## src/rtl/core/cbr_pkg.sv

```systemverilog
// ----------------------------------------------------------------------------
// cbr_pkg
// Shared types and constants of the chunked blob receiver.
// ----------------------------------------------------------------------------
`default_nettype none

package cbr_pkg;

  localparam logic [31:0] CRC_POLY     = 32'hEDB8_8320;
  localparam logic [31:0] CRC_ALL_ONES = 32'hFFFF_FFFF;

  typedef enum logic [1:0] {
    FUNC_BEGIN = 2'd0,
    FUNC_BYTE  = 2'd1,
    FUNC_END   = 2'd2
  } func_e;

  typedef enum logic [2:0] {
    ST_NONE      = 3'd0,
    ST_BLOB_OK   = 3'd1,
    ST_TOO_LARGE = 3'd2,
    ST_OUT_ORDER = 3'd3,
    ST_CHUNK_OVF = 3'd4,
    ST_LEN_BAD   = 3'd5,
    ST_CRC_BAD   = 3'd6
  } status_e;

  typedef struct packed {
    func_e       func;
    logic [31:0] declared_len;
    logic [31:0] expected_crc;
    logic [15:0] chunk_index;
    logic [15:0] chunk_len;
    logic [7:0]  data_byte;
  } in_item_t;

  typedef struct packed {
    logic        store_enable;
    logic [15:0] store_address;
    logic [7:0]  store_byte;
    status_e     status;
    logic [31:0] computed_crc;
    logic [15:0] blob_length;
  } out_item_t;

endpackage

`default_nettype wire

```

## src/rtl/core/cbr_if.sv

```systemverilog
// ----------------------------------------------------------------------------
// cbr_if
// Valid/ready channels of the blob receiver: request in, result out.
// ----------------------------------------------------------------------------
`default_nettype none

interface cbr_in_if;
  logic        valid;
  logic        ready;
  logic [1:0]  func;
  logic [31:0] declared_len;
  logic [31:0] expected_crc;
  logic [15:0] chunk_index;
  logic [15:0] chunk_len;
  logic [7:0]  data_byte;

  modport source (
    output valid, func, declared_len, expected_crc, chunk_index, chunk_len, data_byte,
    input  ready
  );
  modport sink (
    input  valid, func, declared_len, expected_crc, chunk_index, chunk_len, data_byte,
    output ready
  );
endinterface

interface cbr_out_if;
  logic        valid;
  logic        ready;
  logic        store_enable;
  logic [15:0] store_address;
  logic [7:0]  store_byte;
  logic [2:0]  status;
  logic [31:0] computed_crc;
  logic [15:0] blob_length;

  modport source (
    output valid, store_enable, store_address, store_byte, status, computed_crc,
           blob_length,
    input  ready
  );
  modport sink (
    input  valid, store_enable, store_address, store_byte, status, computed_crc,
           blob_length,
    output ready
  );
endinterface

`default_nettype wire

```

## src/rtl/core/cbr_crc32.sv

```systemverilog
// ----------------------------------------------------------------------------
// cbr_crc32
// One byte step of the reflected CRC-32, unrolled over the eight bits.
// ----------------------------------------------------------------------------
`default_nettype none

module cbr_crc32 (
  input  logic [31:0] crc_i,
  input  logic [7:0]  data_i,
  output logic [31:0] crc_o
);
  import cbr_pkg::*;

  always_comb begin
    logic [31:0] c;
    c = crc_i ^ {24'd0, data_i};
    for (int k = 0; k < 8; k++) begin
      c = (c >> 1) ^ (CRC_POLY & {32{c[0]}});
    end
    crc_o = c;
  end

endmodule

`default_nettype wire

```

## src/rtl/core/cbr_blob_ctrl.sv

```systemverilog
// ----------------------------------------------------------------------------
// cbr_blob_ctrl
// Blob state, chunk checks and result forming for one request per step.
// ----------------------------------------------------------------------------
`default_nettype none

module cbr_blob_ctrl #(
  parameter int unsigned BUFFER_CAPACITY = 40960
) (
  input  logic                clk_i,
  input  logic                rst_ni,
  input  logic                step_i,
  input  cbr_pkg::in_item_t   item_i,
  output cbr_pkg::out_item_t  result_o
);
  import cbr_pkg::*;

  localparam logic [31:0] CapW = 32'(BUFFER_CAPACITY);

  logic        active_q, active_d;
  logic        too_large_q, too_large_d;
  logic [31:0] declared_total_q, declared_total_d;
  logic [15:0] bytes_received_q, bytes_received_d;
  logic [31:0] crc_expected_q, crc_expected_d;
  logic [15:0] next_chunk_q, next_chunk_d;
  logic [15:0] chunk_left_q, chunk_left_d;
  logic [31:0] running_crc_q, running_crc_d;

  logic [31:0] crc_next;
  logic [31:0] final_crc;
  logic [31:0] chunk_end;
  logic        first_byte;
  logic        bad_index;
  logic        no_fit;

  cbr_crc32 u_crc (
    .crc_i  (running_crc_q),
    .data_i (item_i.data_byte),
    .crc_o  (crc_next)
  );

  assign final_crc  = running_crc_q ^ CRC_ALL_ONES;
  assign chunk_end  = {16'd0, bytes_received_q} + {16'd0, item_i.chunk_len};
  assign first_byte = (chunk_left_q == 16'd0);
  assign bad_index  = (item_i.chunk_index != next_chunk_q);
  assign no_fit     = (chunk_end > CapW) || (chunk_end > declared_total_q);

  always_comb begin
    logic take;
    active_d         = active_q;
    too_large_d      = too_large_q;
    declared_total_d = declared_total_q;
    bytes_received_d = bytes_received_q;
    crc_expected_d   = crc_expected_q;
    next_chunk_d     = next_chunk_q;
    chunk_left_d     = chunk_left_q;
    running_crc_d    = running_crc_q;
    result_o         = '0;
    take             = 1'b0;

    case (item_i.func)
      FUNC_BEGIN: begin
        declared_total_d = item_i.declared_len;
        bytes_received_d = '0;
        crc_expected_d   = item_i.expected_crc;
        next_chunk_d     = '0;
        chunk_left_d     = '0;
        running_crc_d    = CRC_ALL_ONES;
        active_d         = 1'b1;
        too_large_d      = (item_i.declared_len > CapW);
        result_o.status  = too_large_d ? ST_TOO_LARGE : ST_NONE;
      end
      FUNC_BYTE: begin
        if (active_q && !too_large_q) begin
          take = 1'b1;
          if (first_byte) begin
            if (bad_index) begin
              active_d        = 1'b0;
              result_o.status = ST_OUT_ORDER;
              take            = 1'b0;
            end else if (no_fit) begin
              active_d        = 1'b0;
              result_o.status = ST_CHUNK_OVF;
              take            = 1'b0;
            end else begin
              next_chunk_d = next_chunk_q + 16'd1;
              chunk_left_d = item_i.chunk_len;
              take         = (item_i.chunk_len != 16'd0);
            end
          end
          if (take) begin
            result_o.store_enable  = 1'b1;
            result_o.store_address = bytes_received_q;
            result_o.store_byte    = item_i.data_byte;
            running_crc_d          = crc_next;
            bytes_received_d       = bytes_received_q + 16'd1;
            chunk_left_d           = chunk_left_d - 16'd1;
          end
        end
      end
      FUNC_END: begin
        if (active_q) begin
          active_d     = 1'b0;
          chunk_left_d = '0;
          if (too_large_q) begin
            result_o.status = ST_TOO_LARGE;
          end else begin
            result_o.computed_crc = final_crc;
            result_o.blob_length  = bytes_received_q;
            if ({16'd0, bytes_received_q} != declared_total_q) begin
              result_o.status = ST_LEN_BAD;
            end else if (final_crc != crc_expected_q) begin
              result_o.status = ST_CRC_BAD;
            end else begin
              result_o.status = ST_BLOB_OK;
            end
          end
        end
      end
      default: begin
        // unused code: no state change, empty result
      end
    endcase
  end

  always_ff @(posedge clk_i or negedge rst_ni) begin
    if (!rst_ni) begin
      active_q         <= 1'b0;
      too_large_q      <= 1'b0;
      declared_total_q <= '0;
      bytes_received_q <= '0;
      crc_expected_q   <= '0;
      next_chunk_q     <= '0;
      chunk_left_q     <= '0;
      running_crc_q    <= CRC_ALL_ONES;
    end else if (step_i) begin
      active_q         <= active_d;
      too_large_q      <= too_large_d;
      declared_total_q <= declared_total_d;
      bytes_received_q <= bytes_received_d;
      crc_expected_q   <= crc_expected_d;
      next_chunk_q     <= next_chunk_d;
      chunk_left_q     <= chunk_left_d;
      running_crc_q    <= running_crc_d;
    end
  end

  // accepted bytes never run past the buffer
  a_fill_bound: assert property (@(posedge clk_i) disable iff (!rst_ni)
    {16'd0, bytes_received_q} <= CapW)
    else $error("byte count beyond buffer capacity");

  // an open chunk implies an open, admissible blob
  a_chunk_open: assert property (@(posedge clk_i) disable iff (!rst_ni)
    (chunk_left_q != 16'd0) |-> (active_q && !too_large_q))
    else $error("chunk open outside an active blob");

endmodule

`default_nettype wire

```

## src/rtl/core/chunked_blob_receiver_crc32_core.sv

```systemverilog
// ----------------------------------------------------------------------------
// chunked_blob_receiver_crc32_core
// Chunked blob reassembly with bound checks and reflected CRC-32.
// ----------------------------------------------------------------------------
// One request in, one result out, at up to one request per clock. A request
// lands in an input register, passes the blob checks and the byte-wide
// CRC-32 step in a single combinational pass, and the result lands in an
// output register, which drives the result valid. Throughput is one request
// per cycle while the result side does not stall, set by the combinational
// CRC byte step and the update of the blob state. The input side keeps
// taking requests while a result waits, until both registers are full.
// Begin restarts the blob; every accepted chunk byte gets a store address
// (its offset in the buffer); end reports length and CRC status.
// ----------------------------------------------------------------------------
`default_nettype none

module chunked_blob_receiver_crc32_core #(
  parameter int unsigned BUFFER_CAPACITY = 40960
) (
  input  logic      clk_i,
  input  logic      rst_ni,
  cbr_in_if.sink    in_i,
  cbr_out_if.source out_o
);
  import cbr_pkg::*;

  // input register
  logic      in_valid_q;
  in_item_t  in_item_q;
  // output register
  logic      out_valid_q;
  out_item_t res_q;
  out_item_t res_d;

  logic      step;

  // the pass fires when the input register holds a request and the output
  // register is free or being drained this cycle
  assign step       = in_valid_q && (!out_valid_q || out_o.ready);
  assign in_i.ready = !in_valid_q || step;

  always_ff @(posedge clk_i or negedge rst_ni) begin
    if (!rst_ni) begin
      in_valid_q <= 1'b0;
    end else if (in_i.ready) begin
      in_valid_q <= in_i.valid;
    end
  end

  always_ff @(posedge clk_i) begin
    if (in_i.ready && in_i.valid) begin
      in_item_q.func         <= func_e'(in_i.func);
      in_item_q.declared_len <= in_i.declared_len;
      in_item_q.expected_crc <= in_i.expected_crc;
      in_item_q.chunk_index  <= in_i.chunk_index;
      in_item_q.chunk_len    <= in_i.chunk_len;
      in_item_q.data_byte    <= in_i.data_byte;
    end
  end

  cbr_blob_ctrl #(
    .BUFFER_CAPACITY (BUFFER_CAPACITY)
  ) u_ctrl (
    .clk_i    (clk_i),
    .rst_ni   (rst_ni),
    .step_i   (step),
    .item_i   (in_item_q),
    .result_o (res_d)
  );

  always_ff @(posedge clk_i or negedge rst_ni) begin
    if (!rst_ni) begin
      out_valid_q <= 1'b0;
    end else if (step) begin
      out_valid_q <= 1'b1;
    end else if (out_o.ready) begin
      out_valid_q <= 1'b0;
    end
  end

  always_ff @(posedge clk_i) begin
    if (step) begin
      res_q <= res_d;
    end
  end

  assign out_o.valid         = out_valid_q;
  assign out_o.store_enable  = res_q.store_enable;
  assign out_o.store_address = res_q.store_address;
  assign out_o.store_byte    = res_q.store_byte;
  assign out_o.status        = res_q.status;
  assign out_o.computed_crc  = res_q.computed_crc;
  assign out_o.blob_length   = res_q.blob_length;

  // a stored byte never carries a status
  a_store_no_status: assert property (@(posedge clk_i) disable iff (!rst_ni)
    (out_valid_q && res_q.store_enable) |-> (res_q.status == ST_NONE))
    else $error("store result with nonzero status");

  // both registers full and output stalled: no new request taken
  a_full_backpressure: assert property (@(posedge clk_i) disable iff (!rst_ni)
    (in_valid_q && out_valid_q && !out_o.ready) |-> !in_i.ready)
    else $error("request accepted while pipeline full");

  // a request in the input register moves into the output register when the
  // output register is free or being drained
  a_progress: assert property (@(posedge clk_i) disable iff (!rst_ni)
    (in_valid_q && (!out_valid_q || out_o.ready)) |=> out_valid_q)
    else $error("request lost between registers");

  // CRC and length are only reported with an end status
  a_end_fields: assert property (@(posedge clk_i) disable iff (!rst_ni)
    (out_valid_q && (res_q.blob_length != 16'd0)) |->
      (res_q.status == ST_BLOB_OK || res_q.status == ST_LEN_BAD ||
       res_q.status == ST_CRC_BAD))
    else $error("blob length reported without end status");

endmodule

`default_nettype wire

```

## src/flat_wrapper.sv

```systemverilog
// flat-port wrapper written by rule: the top's interface ports become plain ports
module chunked_blob_receiver_crc32_core_flat import cbr_pkg::*;
#(
  parameter int unsigned BUFFER_CAPACITY = 40960
)
  (clk_i, rst_ni, in_i_valid, in_i_func, in_i_declared_len, in_i_expected_crc, in_i_chunk_index, in_i_chunk_len, in_i_data_byte, in_i_ready, out_o_valid, out_o_store_enable, out_o_store_address, out_o_store_byte, out_o_status, out_o_computed_crc, out_o_blob_length, out_o_ready);
  cbr_in_if in_i_i ();
  cbr_out_if out_o_i ();
  input  logic clk_i;
  input  logic rst_ni;
  input wire logic [$bits(in_i_i.valid)-1:0] in_i_valid;
  input wire logic [$bits(in_i_i.func)-1:0] in_i_func;
  input wire logic [$bits(in_i_i.declared_len)-1:0] in_i_declared_len;
  input wire logic [$bits(in_i_i.expected_crc)-1:0] in_i_expected_crc;
  input wire logic [$bits(in_i_i.chunk_index)-1:0] in_i_chunk_index;
  input wire logic [$bits(in_i_i.chunk_len)-1:0] in_i_chunk_len;
  input wire logic [$bits(in_i_i.data_byte)-1:0] in_i_data_byte;
  output wire logic [$bits(in_i_i.ready)-1:0] in_i_ready;
  output wire logic [$bits(out_o_i.valid)-1:0] out_o_valid;
  output wire logic [$bits(out_o_i.store_enable)-1:0] out_o_store_enable;
  output wire logic [$bits(out_o_i.store_address)-1:0] out_o_store_address;
  output wire logic [$bits(out_o_i.store_byte)-1:0] out_o_store_byte;
  output wire logic [$bits(out_o_i.status)-1:0] out_o_status;
  output wire logic [$bits(out_o_i.computed_crc)-1:0] out_o_computed_crc;
  output wire logic [$bits(out_o_i.blob_length)-1:0] out_o_blob_length;
  input wire logic [$bits(out_o_i.ready)-1:0] out_o_ready;
  assign in_i_i.valid = in_i_valid;
  assign in_i_i.func = in_i_func;
  assign in_i_i.declared_len = in_i_declared_len;
  assign in_i_i.expected_crc = in_i_expected_crc;
  assign in_i_i.chunk_index = in_i_chunk_index;
  assign in_i_i.chunk_len = in_i_chunk_len;
  assign in_i_i.data_byte = in_i_data_byte;
  assign in_i_ready = in_i_i.ready;
  assign out_o_valid = out_o_i.valid;
  assign out_o_store_enable = out_o_i.store_enable;
  assign out_o_store_address = out_o_i.store_address;
  assign out_o_store_byte = out_o_i.store_byte;
  assign out_o_status = out_o_i.status;
  assign out_o_computed_crc = out_o_i.computed_crc;
  assign out_o_blob_length = out_o_i.blob_length;
  assign out_o_i.ready = out_o_ready;
  chunked_blob_receiver_crc32_core #(.BUFFER_CAPACITY(BUFFER_CAPACITY)) u_core (.clk_i(clk_i), .rst_ni(rst_ni), .in_i(in_i_i), .out_o(out_o_i));
endmodule
```

## config.mk

```make
export PLATFORM = sky130hd
export DESIGN_NAME = chunked_blob_receiver_crc32_core_flat
export DESIGN_NICKNAME = d
export VERILOG_FILES = /design/src/rtl/core/cbr_pkg.sv /design/src/rtl/core/cbr_if.sv /design/src/rtl/core/cbr_crc32.sv /design/src/rtl/core/cbr_blob_ctrl.sv /design/src/rtl/core/chunked_blob_receiver_crc32_core.sv /design/src/flat_wrapper.sv
export SDC_FILE = /design/constraint.sdc
export NUM_CORES = 1
export LEC_CHECK = 0
export BUFFER_PORTS_ARGS = -buffer_cell sky130_fd_sc_hd__buf_2
export CORE_MARGIN = 3
export CORE_UTILIZATION = 63
export CTS_CLUSTER_DIAMETER = 30
export DETAILED_ROUTE_END_ITERATION = 8
export GPL_ROUTABILITY_DRIVEN = 0
export PLACE_DENSITY = 0.82
export SETUP_SLACK_MARGIN = 0.15
export SYNTH_ARGS = -nofsm -noshare
export SYNTH_HDL_FRONTEND = slang
export SYNTH_SLANG_ARGS = --single-unit
```

## constraint.sdc

```tcl
create_clock -name clk_i -period 8.95 [get_ports clk_i]
set_clock_uncertainty 0.15 [all_clocks]
set_input_delay 0.4475 -clock clk_i [delete_from_list [all_inputs] [get_ports clk_i]]
set_output_delay 0.4475 -clock clk_i [all_outputs]
set_load 0.02 [all_outputs]
```

== After elaboration in Yosys (flattened, before gate mapping) ==
Index checks and enable logic that the tools add are counted.

* Flip-flop bits (word level): 330
* Input port bits: 110
* Output and inout bits: 78
* Word-level logic and storage cells: 120

* Add/sub/neg operators: 4
* $lt $le $gt $ge: 3
* Equality and inequality tests: 12
* Mux-type cells: 44
* Bitwise operators: 12
* Reduce and logical (&&, ||, !) cells: 23

{| class="wikitable"
|+ Operators with widths
! cell !! count
|-
| bitwise XOR 31 x 32 -> 32 bit || 8
|-
| two-way mux 16 bit || 14
|-
| two-way mux 32 bit || 2
|-
| one-hot mux 16 bit (2 select lines) || 2
|-
| one-hot mux 32 bit (2 select lines) || 1
|-
| two-way mux 51 bit || 1
|-
| two-way mux 48 bit || 1
|-
| one-hot mux 16 bit (3 select lines) || 1
|-
| adder 16 x 1 -> 16 bit (second input constant) || 2
|-
| > comparator 17 x 32 -> 1 bit || 1
|-
| > comparator 32 x 16 -> 1 bit (second input constant) || 1
|-
| != test 16 x 32 -> 1 bit || 1
|-
| != test 32 bit || 1
|-
| inverter 32 bit || 1
|-
| bitwise XOR 32 x 8 -> 32 bit || 1
|-
| two-way mux 25 bit || 1
|-
| two-way mux 3 bit || 7
|-
| adder 16 x 16 -> 17 bit || 1
|-
| > comparator 17 x 16 -> 1 bit (second input constant) || 1
|-
| zero test 16 bit || 1
|-
| != test 16 bit || 1
|-
| nonzero test 16 bit || 1
|-
| subtractor 16 x 1 -> 16 bit (second input constant) || 1
|-
| != test 2 bit (second input constant) || 6
|-
| other kinds (20) || 40
|}

== Depth between registers and ports, before layout ==
* Depth in word-level cells: 12
* Depth in mapped cells: 27
* Depth with buffers taken out: 24

== Modules after synthesis ==
From an unflattened synthesis, not the netlist that was laid out.

* Cell total of the unflattened synthesis: 1,290
* Area total of the unflattened synthesis: 15,846.4 µm²

{| class="wikitable"
|+ Modules (own cells, without submodules)
! module !! instances !! cells an instance !! area an instance (µm²) !! sequential area each (µm²)
|-
| cbr_blob_ctrl || 1 || 1,029 || 9,465.3 || 3,693.5
|-
| chunked_blob_receiver_crc32_core || 1 || 190 || 5,569.1 || 5,515.3
|-
| cbr_crc32 || 1 || 71 || 812.0 || 0.0
|}

== Worst setup path before layout ==
Ideal clock, no wire load.

* Path kind: reg2reg
* Start: register u_core.u_ctrl.bytes_received_q[0]
* End: register u_core.u_ctrl.chunk_left_q[14]
* Setup time: 0.079 ns
* Arrival: 5.252 ns
* Required time: 8.721 ns
* Setup slack: 3.469 ns
* Stages on the path, launching flop included: 27
* Buffers on the path: 3
* Period minus slack after synthesis: 5.481 ns
* Cells stage by stage: dfrtp_1 > ha_1 > inv_1 > fa_1 > nand2b_1 > a21oi_2 > o21ai_0 > a211oi_1 > ha_1 > nand4_1 > nor3_1 > a211o_1 > a311o_1 > nand3_1 > nor2_2 > and3_1 > buf_4 > buf_6 > buf_6 > a21oi_1 > ha_1 > nand2_1 > nor3_1 > a41oi_2 > a211o_1 > a211oi_2 > mux2i_1

* Longest elaborated chain between the ends: 12
* Elaborated cells between the ends (all ways): 18
* Those cells by class: add/sub (2); order compare (2); mux (13); reduce/logical (1)

{| class="wikitable"
|+ RTL lines
! what !! line !! RTL
|-
| start, declared || cbr_blob_ctrl.sv:23 || <nowiki>logic [15:0] bytes_received_q, bytes_received_d;</nowiki>
|-
| start signal, assigned || cbr_blob_ctrl.sv:140 || <nowiki>bytes_received_q <= bytes_received_d;</nowiki>
|-
| adder 16 x 16 -> 17 bit * || cbr_blob_ctrl.sv:43 || <nowiki>assign chunk_end = {16'd0, bytes_received_q} + {16'd0, item_i.chunk_len};</nowiki>
|-
| > comparator 17 x 32 -> 1 bit / > comparator 17 x 16 -> 1 bit (equally long branches) || cbr_blob_ctrl.sv:46 || <nowiki>assign no_fit = (chunk_end > CapW) || (chunk_end > declared_total_q);</nowiki>
|-
| logical OR 1 bit * || cbr_blob_ctrl.sv:46 ||
|-
| two-way mux 16 bit || cbr_blob_ctrl.sv:81 || <nowiki>end else if (no_fit) begin</nowiki>
|-
| two-way mux 16 bit || cbr_blob_ctrl.sv:77 || <nowiki>if (bad_index) begin</nowiki>
|-
| two-way mux 16 bit || cbr_blob_ctrl.sv:76 || <nowiki>if (first_byte) begin</nowiki>
|-
| two-way mux 16 bit || cbr_blob_ctrl.sv:74 || <nowiki>if (active_q && !too_large_q) begin</nowiki>
|-
| two-way mux 16 bit || cbr_blob_ctrl.sv:61 || <nowiki>case (item_i.func)</nowiki>
|-
| subtractor 16 x 1 -> 16 bit || cbr_blob_ctrl.sv:97 || <nowiki>chunk_left_d = chunk_left_d - 16'd1;</nowiki>
|-
| two-way mux 16 bit * || cbr_blob_ctrl.sv:91 || <nowiki>if (take) begin</nowiki>
|-
| two-way mux 16 bit * || cbr_blob_ctrl.sv:74 ||
|-
| one-hot mux 16 bit (3 select lines) * || cbr_blob_ctrl.sv:61 ||
|-
| end signal, assigned || cbr_blob_ctrl.sv:143 || <nowiki>chunk_left_q <= chunk_left_d;</nowiki>
|-
| end, declared || cbr_blob_ctrl.sv:26 || <nowiki>logic [15:0] chunk_left_q, chunk_left_d;</nowiki>
|}

Every way passes the cells marked *; elsewhere a longest branch is shown, timed or not. The select of a mux whose other input is x is not followed.
A chain may end at the register's enable or synchronous reset.

== Worst setup path in the final report ==
* Start: register u_core.u_ctrl.bytes_received_q[0]
* End: register u_core.u_ctrl.chunk_left_q[6]

Same word-level chain as after synthesis.

==> run summary <==
Grt ovf = 0
Cell with the most instances on the worst path = ha_1
Largest net degree at the start of global routing = 97
Row count = 57
H-tree levels = 2
Post-CTS setup buffer count = 0
Power Density = 301 mW/mm²
Final antenna-violating net count = 0
DR vias/cell = 6.11
Post-layout minimum cycle time = 7.07 ns
First-pass detailed-route iteration total = 5
Fillers = 1265
Sequential element share of the synthesized area = 0.584
Reg area = 0.00921 mm²
Slowest cell on crit path = and3_1
Die area = 0.0270 mm²
Worst-Skew Late Latency = 0.60 ns
Synth Net Count = 1406
Crit end category = register
Status = completed
Crit path kind = register to register
# IOs = 188
Commonest non-fill, non-tap cell in the layout = buf_2
# port buffers = 187
Worst-Margin Slew = 1.22 ns
Final wirelength = 42000 µm
Num CTS Buffers = 59
Number of global-route vias before repair = 12067
Starting Density = 0.645
Slew Viols, Final = 0
Synthesized area = 0.0158 mm²
F_max = 141 MHz
Max-cap viol count = 0
Min setup slack post-route = 1.88 ns
Worst min path class = register to register
Peak per-stage delay on the critical path = 1.05 ns
Setup TNS = 0 ns
Flops & latches, synth = 330
Startpoint Class = register
Critical Path RT = 9.23 ns
Rel. slew slack = 0.184
Core area = 0.0245 mm²
Critical Path Fanout Max = 33
Die height = 164 µm
Synth async-reset ratio = 0.448
GRT Total Usage = 0.315
Worst-path cell chain = ha_1, inv_1, fa_1, nand2b_1, a21oi_2, o21ai_0, a211oi_1, ha_1, a21oi_1, a21boi_0, a2111oi_0, a311o_1, nand3_1, nor2_2, and3_1, a21oi_1, ha_1, nand2_1, nor3_1, a41oi_2, nand2b_1, nor3b_1, nor4b_2
Initial DRC count = 1363
Vias = 11941
HPWL Detailed = 25300 µm
Post-synth EDFFs = 182
Die Width = 164 µm
Final setup violation count = 0
# diodes = 0
Global-route wire length before repair = 65600 µm
CTS tree = yes
Wire per inst = 21.5 µm
Synth Flop Type = edfxtp_1
DR DRC count = 0
Worst VDD drop = 0.000262 V
Initial antenna violation count = 0
Final hold vios = 0
Syn. warnings = 0
Final period utilization = 0.790
Root buffer cell = clkbuf_16
Commonest cells after routing, fill and taps aside = buf_2, edfxtp_1, dfrtp_1
RSZ-0062 raised after global routing = false
Clock slew at reported path FFs = 0.06 ns
Setup Slack @ Placement = 2.21 ns
Multi-input gate area = 0.00625 mm²
Fraction of layout cells with a size suffix above 1 = 0.273
Sink Count = 330
PostCTS Resize Cnt = 0
Fin nets = 1730
Syn Area/Cell = 12.6 µm²
Cts-stage hold buffer count = 109
Lkg Pwr = 8.28 nW
Cell variety after synth = 89
Layout area overhead = 28.3%
CP arrival = 7.35 ns
Synth Instances = 1255
Clk buf depth = 3
synth_stat cells, drive strengths merged, types with 3 or more instances:
master   number  area (µm²)
dfstp        32         841
and2         34         213
and3         27         169
a21o         10        75.1
nor3b         4        40.0
o31ai         4        43.8
mux2i        11         110
nand3        26         130
nor2        104         400
and4          3        26.3
o22a         22         193
ha           40         500
a31oi        15         109
o211ai        7        66.3
clkbuf       30         113
o2111ai       3        26.3
nor4         25         163
xor2         68         603
dfrtp       116        2900
mux2         65         732
nand2b       12        75.1
a211o         5        43.8
edfxtp      182        5470
o22ai         3        18.8
xnor2        93         815
nand2        61         231
nand4        28         175
o21a          4        30.0
or3          18         113
a41oi         3        52.6
nor2b         3        18.8
a21oi        43         230
a211oi       15         130
inv          31         116
o21ai        23         126
nor3         29         190
buf          16        97.6
a32o          3        30.0
metrics by stage:
stage               cell area (µm²)  instances  total power, mW  hold WS [ns]   util
floorplan                     15800       1255             3.23       0.00191      -
global placement              17000       1733             3.56         0.309  0.696
detailed placement            17000       1733             3.63         0.314  0.696
CTS                           20200       1954             6.04         0.327  0.827
global route                  20200       1954             6.31         0.344  0.827
finish                        20200       1954             6.09         0.334  0.827
layer usage:
metal,part of all wire,global-route usage,vias to the layer above
li1,-,-,5275
met3,0.098,0.0638,145
met4,0.037,0.120,0
met2,0.47,0.512,723
met1,0.39,0.423,5798
met5,0,0,-
power breakdown:
part | switching, mW | internal, mW | leakage (nW)
Clock | 0.879 | 1.45 | 1.03
Sequential | 0.280 | 1.89 | 3.58
Combinational | 0.883 | 0.707 | 3.67
Total | 2.04 | 4.05 | 8.28
sequential cells by signal (all words and copies together), names as in the netlist, 8 cells and up:
name / count
u_core.in_item_q: 106
u_core.out_o.blob_length: 16
u_core.out_o.computed_crc: 32
u_core.out_o.store_address: 16
u_core.out_o.store_byte: 8
u_core.u_ctrl.bytes_received_q: 16
u_core.u_ctrl.chunk_left_q: 16
u_core.u_ctrl.crc_expected_q: 32
u_core.u_ctrl.declared_total_q: 32
u_core.u_ctrl.next_chunk_q: 16
u_core.u_ctrl.running_crc_q: 32
critical path: cells and delay by family, from the launching register on:
family | cells | cell delay (ns)
AO/OA/AOI/OAI | 9 | 2.30
adder cells (fa/ha/maj) | 4 | 1.25
buffers and inverters | 1 | 0.07
flip-flops | 1 | 0.50
AND/OR/NAND/NOR | 9 | 2.63
cell type report:
class                           count  share of cell area
Multi-Input combinational cell    847               0.309
Clock buffer                       63              0.0747
Clock inverter                     49              0.0304
Tap cell                          324              0.0200
Timing Repair Buffer              309               0.105
Inverter                           32             0.00594
Sequential cell                   330               0.455
logic make-up after synthesis:
family | Yosys count | share of synthesized area
AO/OA/AOI/OAI | 183 | 0.0893
adder cells (fa/ha/maj) | 41 | 0.0330
AND/OR/NAND/NOR | 386 | 0.130
multiplexers | 76 | 0.0534
XOR/XNOR | 161 | 0.0898
flip-flops | 330 | 0.584
buffers and inverters | 78 | 0.0209
path summary, 6_finish.rpt:
check	from	to	slack, ns	cells past startpoint
hold reg to reg	u_core.in_item_q[47]	u_core.u_ctrl.crc_expected_q[7]	0.33	1
min in group asynchronous	rst_ni	u_core.u_ctrl.crc_expected_q[5]	0.35	2
setup / recovery	u_core.u_ctrl.bytes_received_q[0]	u_core.u_ctrl.chunk_left_q[6]	1.88	23
setup reg to reg	u_core.u_ctrl.bytes_received_q[0]	u_core.u_ctrl.chunk_left_q[6]	1.88	23
max in group asynchronous	rst_ni	u_core.u_ctrl.next_chunk_q[1]	6.93	3
hold / removal	u_core.in_item_q[47]	u_core.u_ctrl.crc_expected_q[7]	0.33	1
Power figures use the tool's default switching activity.
